File: src/sv/tsr_pkg.sv
`timescale 1ns / 1ps
// ----------------------------------------------------------------------------
// Topological sort package
// Shared widths, payload structs and sequencer states of the sort unit.
// ----------------------------------------------------------------------------
package tsr_pkg;

  localparam int unsigned MaxVerticesDef = 16;
  localparam int unsigned RowW           = 16;
  localparam int unsigned VertexW        = 4;

  typedef struct packed {
    logic [RowW-1:0] row_bits;
    logic            last_row;
  } tsr_in_t;

  typedef struct packed {
    logic [VertexW-1:0] vertex;
    logic               has_vertex;
    logic               last_of_run;
    logic               complete;
  } tsr_out_t;

  typedef enum logic [2:0] {
    StIdle,
    StPrime,
    StIndeg,
    StScan,
    StPop,
    StDec,
    StFinal
  } tsr_state_e;

endpackage

File: src/sv/topological_sort_source_removal_unit.sv
// order: rows are taken while idle; after the last row the in-degrees are built,
//   then source scans, pops and in-degree updates run before the final result
// throughput: one job at a time, set by the source scan that checks one vertex
//   per cycle in every round, plus one pop and one in-degree update per vertex
// reset: clears the sequencer, in-degrees and counters; row store and ready
//   stack contents stay undefined until written
`timescale 1ns / 1ps
// ----------------------------------------------------------------------------
// Topological sort, source removal
// Takes an adjacency matrix row by row and returns the vertices in
// topological order, flagging an ordering cut short by a cycle.
// ----------------------------------------------------------------------------
module topological_sort_source_removal_unit #(
  parameter int unsigned MAX_VERTICES = tsr_pkg::MaxVerticesDef
) (
  input  logic              clk_i,
  input  logic              rst_ni,
  input  logic              in_valid_i,
  output logic              in_stall_o,
  input  tsr_pkg::tsr_in_t  in_data_i,
  output logic              out_valid_o,
  input  logic              out_stall_i,
  output tsr_pkg::tsr_out_t out_data_o
);

  localparam int unsigned Cap  = (MAX_VERTICES < tsr_pkg::RowW) ? MAX_VERTICES
                                                                 : tsr_pkg::RowW;
  localparam int unsigned IdxW = $clog2(Cap);

  logic              wr_en;
  logic [IdxW-1:0]   wr_addr;
  logic [IdxW-1:0]   rd_addr;
  logic [Cap-1:0]    rd_row;
  logic              res_valid;
  logic              res_ready;
  tsr_pkg::tsr_out_t res_data;

  logic              out_valid_q;
  tsr_pkg::tsr_out_t out_q;

  tsr_adj_store #(
    .DEPTH(Cap)
  ) u_store (
    .clk_i    (clk_i),
    .wr_en_i  (wr_en),
    .wr_addr_i(wr_addr),
    .wr_row_i (in_data_i.row_bits[Cap-1:0]),
    .rd_addr_i(rd_addr),
    .rd_row_o (rd_row)
  );

  tsr_sort_ctrl #(
    .MAX_VERTICES(MAX_VERTICES)
  ) u_ctrl (
    .clk_i      (clk_i),
    .rst_ni     (rst_ni),
    .in_valid_i (in_valid_i),
    .in_last_i  (in_data_i.last_row),
    .in_stall_o (in_stall_o),
    .wr_en_o    (wr_en),
    .wr_addr_o  (wr_addr),
    .rd_addr_o  (rd_addr),
    .rd_row_i   (rd_row),
    .res_valid_o(res_valid),
    .res_data_o (res_data),
    .res_ready_i(res_ready)
  );

  // output register frees when empty or when its transfer completes
  assign res_ready = !out_valid_q || !out_stall_i;

  always_ff @(posedge clk_i or negedge rst_ni) begin
    if (!rst_ni) begin
      out_valid_q <= 1'b0;
    end else if (res_valid) begin
      out_valid_q <= 1'b1;
    end else if (!out_stall_i) begin
      out_valid_q <= 1'b0;
    end
  end

  always_ff @(posedge clk_i) begin
    if (res_valid) begin
      out_q <= res_data;
    end
  end

  assign out_valid_o = out_valid_q;
  assign out_data_o  = out_q;

`ifndef NO_ASSERTIONS
  a_busy_after_last: assert property (@(posedge clk_i) disable iff (!rst_ni)
    in_valid_i && !in_stall_o && in_data_i.last_row |=> in_stall_o)
    else $error("input taken right after a last row");

  a_empty_is_last: assert property (@(posedge clk_i) disable iff (!rst_ni)
    out_valid_o && !out_data_o.has_vertex |-> out_data_o.last_of_run)
    else $error("empty result not marked last");

  a_complete_on_last: assert property (@(posedge clk_i) disable iff (!rst_ni)
    out_valid_o && out_data_o.complete |-> out_data_o.last_of_run)
    else $error("complete flag on a result that is not last");

  a_no_load_when_full: assert property (@(posedge clk_i) disable iff (!rst_ni)
    out_valid_q && out_stall_i |-> !res_valid)
    else $error("result loaded over a stalled transfer");
`endif

endmodule

File: src/sv/tsr_adj_store.sv
`timescale 1ns / 1ps
// ----------------------------------------------------------------------------
// Adjacency row store
// One row per vertex, written at one address and read through a registered
// port at one address.
// ----------------------------------------------------------------------------
module tsr_adj_store #(
  parameter int unsigned DEPTH = tsr_pkg::MaxVerticesDef
) (
  input  logic                     clk_i,
  input  logic                     wr_en_i,
  input  logic [$clog2(DEPTH)-1:0] wr_addr_i,
  input  logic [DEPTH-1:0]         wr_row_i,
  input  logic [$clog2(DEPTH)-1:0] rd_addr_i,
  output logic [DEPTH-1:0]         rd_row_o
);

  logic [DEPTH-1:0] rows_q [DEPTH];

  always_ff @(posedge clk_i) begin
    if (wr_en_i) begin
      rows_q[wr_addr_i] <= wr_row_i;
    end
    rd_row_o <= rows_q[rd_addr_i];
  end

endmodule

File: src/sv/tsr_sort_ctrl.sv
`timescale 1ns / 1ps
// ----------------------------------------------------------------------------
// Sort sequencer
// Loads rows, builds in-degrees, scans one vertex per cycle for sources,
// keeps the ready stack and produces the ordered results.
// ----------------------------------------------------------------------------
module tsr_sort_ctrl #(
  parameter int unsigned MAX_VERTICES = tsr_pkg::MaxVerticesDef,
  localparam int unsigned Cap  = (MAX_VERTICES < tsr_pkg::RowW) ? MAX_VERTICES
                                                                 : tsr_pkg::RowW,
  localparam int unsigned IdxW = $clog2(Cap)
) (
  input  logic             clk_i,
  input  logic             rst_ni,
  input  logic             in_valid_i,
  input  logic             in_last_i,
  output logic             in_stall_o,
  output logic             wr_en_o,
  output logic [IdxW-1:0]  wr_addr_o,
  output logic [IdxW-1:0]  rd_addr_o,
  input  logic [Cap-1:0]   rd_row_i,
  output logic             res_valid_o,
  output tsr_pkg::tsr_out_t res_data_o,
  input  logic             res_ready_i
);

  localparam int unsigned CntW  = $clog2(Cap + 1);
  localparam int unsigned VertW = tsr_pkg::VertexW;

  tsr_pkg::tsr_state_e state_q, state_d;

  logic [CntW-1:0] rows_q, rows_d;
  logic [CntW-1:0] n_q, n_d;
  logic [IdxW-1:0] cnt_q, cnt_d;
  logic [CntW-1:0] indeg_q [Cap];
  logic [CntW-1:0] indeg_d [Cap];
  logic [Cap-1:0]  removed_q, removed_d;
  logic [IdxW-1:0] stack_q [Cap];
  logic [IdxW-1:0] stack_d [Cap];
  logic [CntW-1:0] fill_q, fill_d;
  logic [CntW-1:0] emitted_q, emitted_d;
  logic            pend_q, pend_d;
  logic [IdxW-1:0] pend_v_q, pend_v_d;

  logic [CntW-1:0] top_idx;
  logic            cnt_last;

  assign top_idx   = fill_q - CntW'(1);
  assign cnt_last  = (CntW'(cnt_q) == (n_q - CntW'(1)));
  assign wr_addr_o = rows_q[IdxW-1:0];

  always_comb begin
    state_d     = state_q;
    rows_d      = rows_q;
    n_d         = n_q;
    cnt_d       = cnt_q;
    indeg_d     = indeg_q;
    removed_d   = removed_q;
    stack_d     = stack_q;
    fill_d      = fill_q;
    emitted_d   = emitted_q;
    pend_d      = pend_q;
    pend_v_d    = pend_v_q;
    in_stall_o  = 1'b1;
    wr_en_o     = 1'b0;
    rd_addr_o   = cnt_q;
    res_valid_o = 1'b0;
    res_data_o  = '0;

    case (state_q)
      tsr_pkg::StIdle: begin
        in_stall_o = 1'b0;
        if (in_valid_i) begin
          if (rows_q < CntW'(Cap)) begin
            wr_en_o = 1'b1;
            rows_d  = rows_q + CntW'(1);
          end
          if (in_last_i) begin
            n_d     = rows_d;
            cnt_d   = '0;
            state_d = tsr_pkg::StPrime;
          end
        end
      end

      // first row read goes out here
      tsr_pkg::StPrime: begin
        state_d = tsr_pkg::StIndeg;
      end

      tsr_pkg::StIndeg: begin
        for (int i = 0; i < Cap; i++) begin
          if ((CntW'(i) < n_q) && rd_row_i[i]) begin
            indeg_d[i] = indeg_q[i] + CntW'(1);
          end
        end
        cnt_d = cnt_q + IdxW'(1);
        if (cnt_last) begin
          cnt_d   = '0;
          state_d = tsr_pkg::StScan;
        end
        rd_addr_o = cnt_d;
      end

      tsr_pkg::StScan: begin
        if (!removed_q[cnt_q] && (indeg_q[cnt_q] == '0)) begin
          stack_d[fill_q[IdxW-1:0]] = cnt_q;
          fill_d                    = fill_q + CntW'(1);
          removed_d[cnt_q]          = 1'b1;
        end
        cnt_d = cnt_q + IdxW'(1);
        if (cnt_last) begin
          cnt_d   = '0;
          state_d = tsr_pkg::StPop;
        end
      end

      tsr_pkg::StPop: begin
        rd_addr_o = stack_q[top_idx[IdxW-1:0]];
        if (fill_q == '0) begin
          state_d = tsr_pkg::StFinal;
        end else if (!pend_q || res_ready_i) begin
          if (pend_q) begin
            res_valid_o            = 1'b1;
            res_data_o.vertex      = VertW'(pend_v_q);
            res_data_o.has_vertex  = 1'b1;
          end
          pend_d   = 1'b1;
          pend_v_d = stack_q[top_idx[IdxW-1:0]];
          fill_d   = top_idx;
          state_d  = tsr_pkg::StDec;
        end
      end

      tsr_pkg::StDec: begin
        for (int i = 0; i < Cap; i++) begin
          if ((CntW'(i) < n_q) && rd_row_i[i] && (indeg_q[i] != '0)) begin
            indeg_d[i] = indeg_q[i] - CntW'(1);
          end
        end
        emitted_d = emitted_q + CntW'(1);
        state_d   = tsr_pkg::StScan;
      end

      tsr_pkg::StFinal: begin
        if (res_ready_i) begin
          res_valid_o            = 1'b1;
          res_data_o.last_of_run = 1'b1;
          if (pend_q) begin
            res_data_o.vertex     = VertW'(pend_v_q);
            res_data_o.has_vertex = 1'b1;
            res_data_o.complete   = (emitted_q == n_q);
          end
          rows_d    = '0;
          removed_d = '0;
          fill_d    = '0;
          emitted_d = '0;
          pend_d    = 1'b0;
          for (int i = 0; i < Cap; i++) begin
            indeg_d[i] = '0;
          end
          state_d = tsr_pkg::StIdle;
        end
      end

      default: begin
        state_d = tsr_pkg::StIdle;
      end
    endcase
  end

  always_ff @(posedge clk_i or negedge rst_ni) begin
    if (!rst_ni) begin
      state_q   <= tsr_pkg::StIdle;
      rows_q    <= '0;
      n_q       <= '0;
      cnt_q     <= '0;
      removed_q <= '0;
      fill_q    <= '0;
      emitted_q <= '0;
      pend_q    <= 1'b0;
      for (int i = 0; i < Cap; i++) begin
        indeg_q[i] <= '0;
      end
    end else begin
      state_q   <= state_d;
      rows_q    <= rows_d;
      n_q       <= n_d;
      cnt_q     <= cnt_d;
      removed_q <= removed_d;
      fill_q    <= fill_d;
      emitted_q <= emitted_d;
      pend_q    <= pend_d;
      indeg_q   <= indeg_d;
    end
  end

  always_ff @(posedge clk_i) begin
    stack_q  <= stack_d;
    pend_v_q <= pend_v_d;
  end

endmodule
File: config.mk
export PLATFORM = sky130hd
export DESIGN_NAME = topological_sort_source_removal_unit
export DESIGN_NICKNAME = d
export VERILOG_FILES = /design/src/sv/tsr_pkg.sv /design/src/sv/topological_sort_source_removal_unit.sv /design/src/sv/tsr_adj_store.sv /design/src/sv/tsr_sort_ctrl.sv
export SDC_FILE = /design/constraint.sdc
export NUM_CORES = 1
export LEC_CHECK = 0
export BUFFER_PORTS_ARGS = -buffer_cell sky130_fd_sc_hd__buf_2
export CELL_PAD_IN_SITES_DETAIL_PLACEMENT = 0
export CELL_PAD_IN_SITES_GLOBAL_PLACEMENT = 1
export CORE_ASPECT_RATIO = 0.8
export CORE_MARGIN = 10
export CORE_UTILIZATION = 50
export CTS_CLUSTER_SIZE = 24
export DETAILED_ROUTE_END_ITERATION = 8
export GPL_TIMING_DRIVEN = 1
export PLACE_DENSITY = 0.78
export SLEW_MARGIN = 20
export SYNTH_ARGS = -nofsm -noshare
export SYNTH_HDL_FRONTEND = slang
export SYNTH_SLANG_ARGS = --single-unit
File: constraint.sdc
create_clock -name clk_i -period 9.24 [get_ports clk_i]
set_input_delay 0 -clock clk_i [delete_from_list [all_inputs] [get_ports clk_i]]
set_output_delay 0 -clock clk_i [all_outputs]
set_load 0.02 [all_outputs]
==> impl_metrics.ini <==
[place]
place_hpwl_um = 35300
io_buffers = 29
gp_congestion = 0.860
dp_slack_ns = 4.19
placed_area_um2 = 22600

[die]
dieHeight_um = 207
die_w_um = 254
die_area_um2 = 52700
start_util_pct = 50.7
num_rows = 68
core_um2 = 43200
ios = 30

[power]
p_int_mw = 4.81
p_per_area_nw_per_um2 = 325
swShare_pct = 39.5
report.power.total_mw = 7.95
power.share.clock_pct = 25.6
peakVddDrop_uv = 245
power_frac_comb_pct = 37.2
power_frac_seq_pct = 37.2
p_leak_nw = 9.31
switchingPower_mw = 3.14

[critical_path]
r2r-start = u_ctrl.fill_q[1]
end_kind = flip-flop
cp.required_ns = 9.70
start_kind = flip-flop
crit_arrival_ns = 5.62
startpoint = u_ctrl.fill_q[1]
criticalPathCategory = reg2reg
path_max_fanout = 52

[grt]
grt_usage_pct = 21.2
grt_first_pass_wirelength_um = 86700
overflow = 0
grt_antenna_before_repair = 0
grt_max_degree = 78
grt_pass1_vias = 13986

[sta]
worstMarginPinSlew_ns = 1.10
grt_setup_unrepaired = no
setup_ws_ns = 4.08
finClkSkew_ns = 0.0305
slew_violations = 0
relSlewSlack_pct = 26.8
tns_ns = 0
finalHoldViolations = 0
setup_violations = 0
fin_crit_sh_pct = 55.9
maxClockFrequency_ghz = 0.194
min_period_ns = 5.16

[min_path]
worstHoldStart = in_data_i[10]
min_path_type = in2reg

[route]
drt_iter0_drc = 1512
drt_wl_total_um = 56300
drc = 0
viasPerCell = 6.01
via_count = 14765
final_antenna_net_count = 0
wl_per_cell_um = 22.9
drt-pass1-iter-count = 5

[synth]
avgSynthCellArea_um2 = 12.1
synth.area.top_cells = edfxtp_1 45%, dfrtp_1 14%, ha_1 3.7%
synth_nets = 1920
ys_async_sr_fraction_pct = 26.5
ys_seq_elements = 472
synth_top_cell_area_share_pct = 45.3
syn_area_um2 = 21900
netlist_instances = 1819
synth_edf_count = 331
ys_seq_area_share_pct = 61.1
yosysTopAreaCell = edfxtp_1
synth-main-ff-cell = edfxtp_1
yosys_warnings = 0
synth.distinct_cells = 73

[clock_network]
cts_repair_resize_count = 0
cts_setup_buffers = 0
cts_hold_buf = 23
cts_tree = yes
numCtsBuffers = 47
insertion_delay_ns = 0.62
cts-root-buf = clkbuf_16
cts-htree-levels = 2
clkSinkCount = 472
clk_pin_slew_ns = 0.07
clockBufferDepth = 3

[finish]
nets = 1958
drive_above_1_share_pct = 9.23
area_delta_synth_final_pct = 11.6
antenna_cells = 0
nFillCells = 3559
final_area_um2 = 24500

[run_status]
status = finished, final reports clean

[run]
max_cap_violations = 0
-- layout make-up --
class                   count  area [um^2]  share of cell area (%)
clock inverters            27          384                    1.57
well taps                 560          701                    2.86
multi-input cells        1210         7960                    32.5
clock buffers              61         1260                    5.14
flip-flops and latches    472        13400                    54.7
repair buffers             80          613                    2.51
inverters                  46          174                   0.711
-- worst paths after layout --
check                           cells after the start                     to  slack, ns
worst max-delay path                               11    u_store.rd_row_o[1]       4.08
worst min-delay path                                2  u_store.rows_q[14][9]       0.32
worst max register to register                     11    u_store.rd_row_o[1]       4.08
worst min register to register                      1     u_ctrl.indeg_q[39]       0.47
max in group asynchronous                           4      u_ctrl.indeg_q[9]       8.02
min in group asynchronous                           4       u_ctrl.fill_q[0]       0.49
-- metal layers --
layer,global-route usage (%),routed length (um)
met1,32.0,26400
met2,30.1,24500
met3,4.62,4210
met4,5.48,1220
met5,0,0
-- kinds of logic (layout without fill, tap and decap cells) --
family	count (synthesis)	after routing	share of synthesized area (%)
xor+xnor	69	69	2.79
compound gates	362	362	10.8
mux	54	54	3.40
fa+ha+maj	80	80	5.11
flops	472	472	61.1
buf+inv	137	214	2.74
simple gates	645	645	14.1
-- synthesized netlist by cell type, types with 28 or more instances --
master,count
edfxtp_1,331
nand2_1,202
nor2_1,172
dfrtp_1,125
o21ai_0,98
a21oi_1,90
nand3_1,78
ha_1,64
clkbuf_1,47
inv_1,45
xnor2_1,43
mux2i_1,35
a21o_1,34
nand4b_1,30
nor3_1,29
and2_1,28
-- worst max-delay path, stage by stage (launching register included) --
cell,delay [ns]
dfrtp_1,0.44
inv_1,0.12
ha_1,1.01
mux4_2,0.41
mux2i_1,0.22
o221ai_1,0.32
a21oi_4,0.19
buf_4,0.40
buf_4,0.60
nand4_1,0.68
o2111ai_1,0.46
a211oi_1,0.09
-- registers in the layout, summed over array words and instances (netlist names) --
name              count
u_ctrl.pend_v_q       4
u_ctrl.pend_q         1
u_ctrl.emitted_q      5
u_ctrl.indeg_q       80
u_ctrl.cnt_q          4
u_ctrl.rows_q         5
u_ctrl.state_q        3
u_ctrl.removed_q     16
u_ctrl.fill_q         5
u_store.rows_q      256
u_store.rd_row_o     16
out_data_o            7
out_valid_o           1
u_ctrl.stack_q       64
u_ctrl.n_q            5
-- cells in the final DEF (no fill, tap or decap), types with 30 or more instances in the layout --
master,instances
nor2_1,171
o21ai_0,98
ha_1,64
dfrtp_1,125
nand4b_1,30
clkbuf_16,47
a21o_1,33
xnor2_1,43
mux2i_1,35
nand3_1,78
inv_1,45
nand2_1,202
edfxtp_1,331
a21oi_1,89
-- per-stage QoR --
stage               util [%]  hold slack (ns)  cells
global route            56.6            0.328   2456
global placement        52.2          -0.0218   2345
detailed placement      52.2          -0.0177   2345
finish                  56.6            0.324   2456
floorplan                  -           -0.296   1819
CTS                     56.6            0.292   2456
-- power by group through the flow --
stage | clock network, mW | logic [mW] | registers, mW
finish | 2.04 | 2.96 | 2.96
global route | 2.15 | 3.27 | 3.00
CTS | 2.07 | 2.94 | 2.96
detailed placement | 0 | 2.92 | 3.00
global placement | 0 | 2.84 | 2.99
floorplan | 0 | 2.26 | 2.82
No activity file was read; power rests on OpenSTA's default activity.
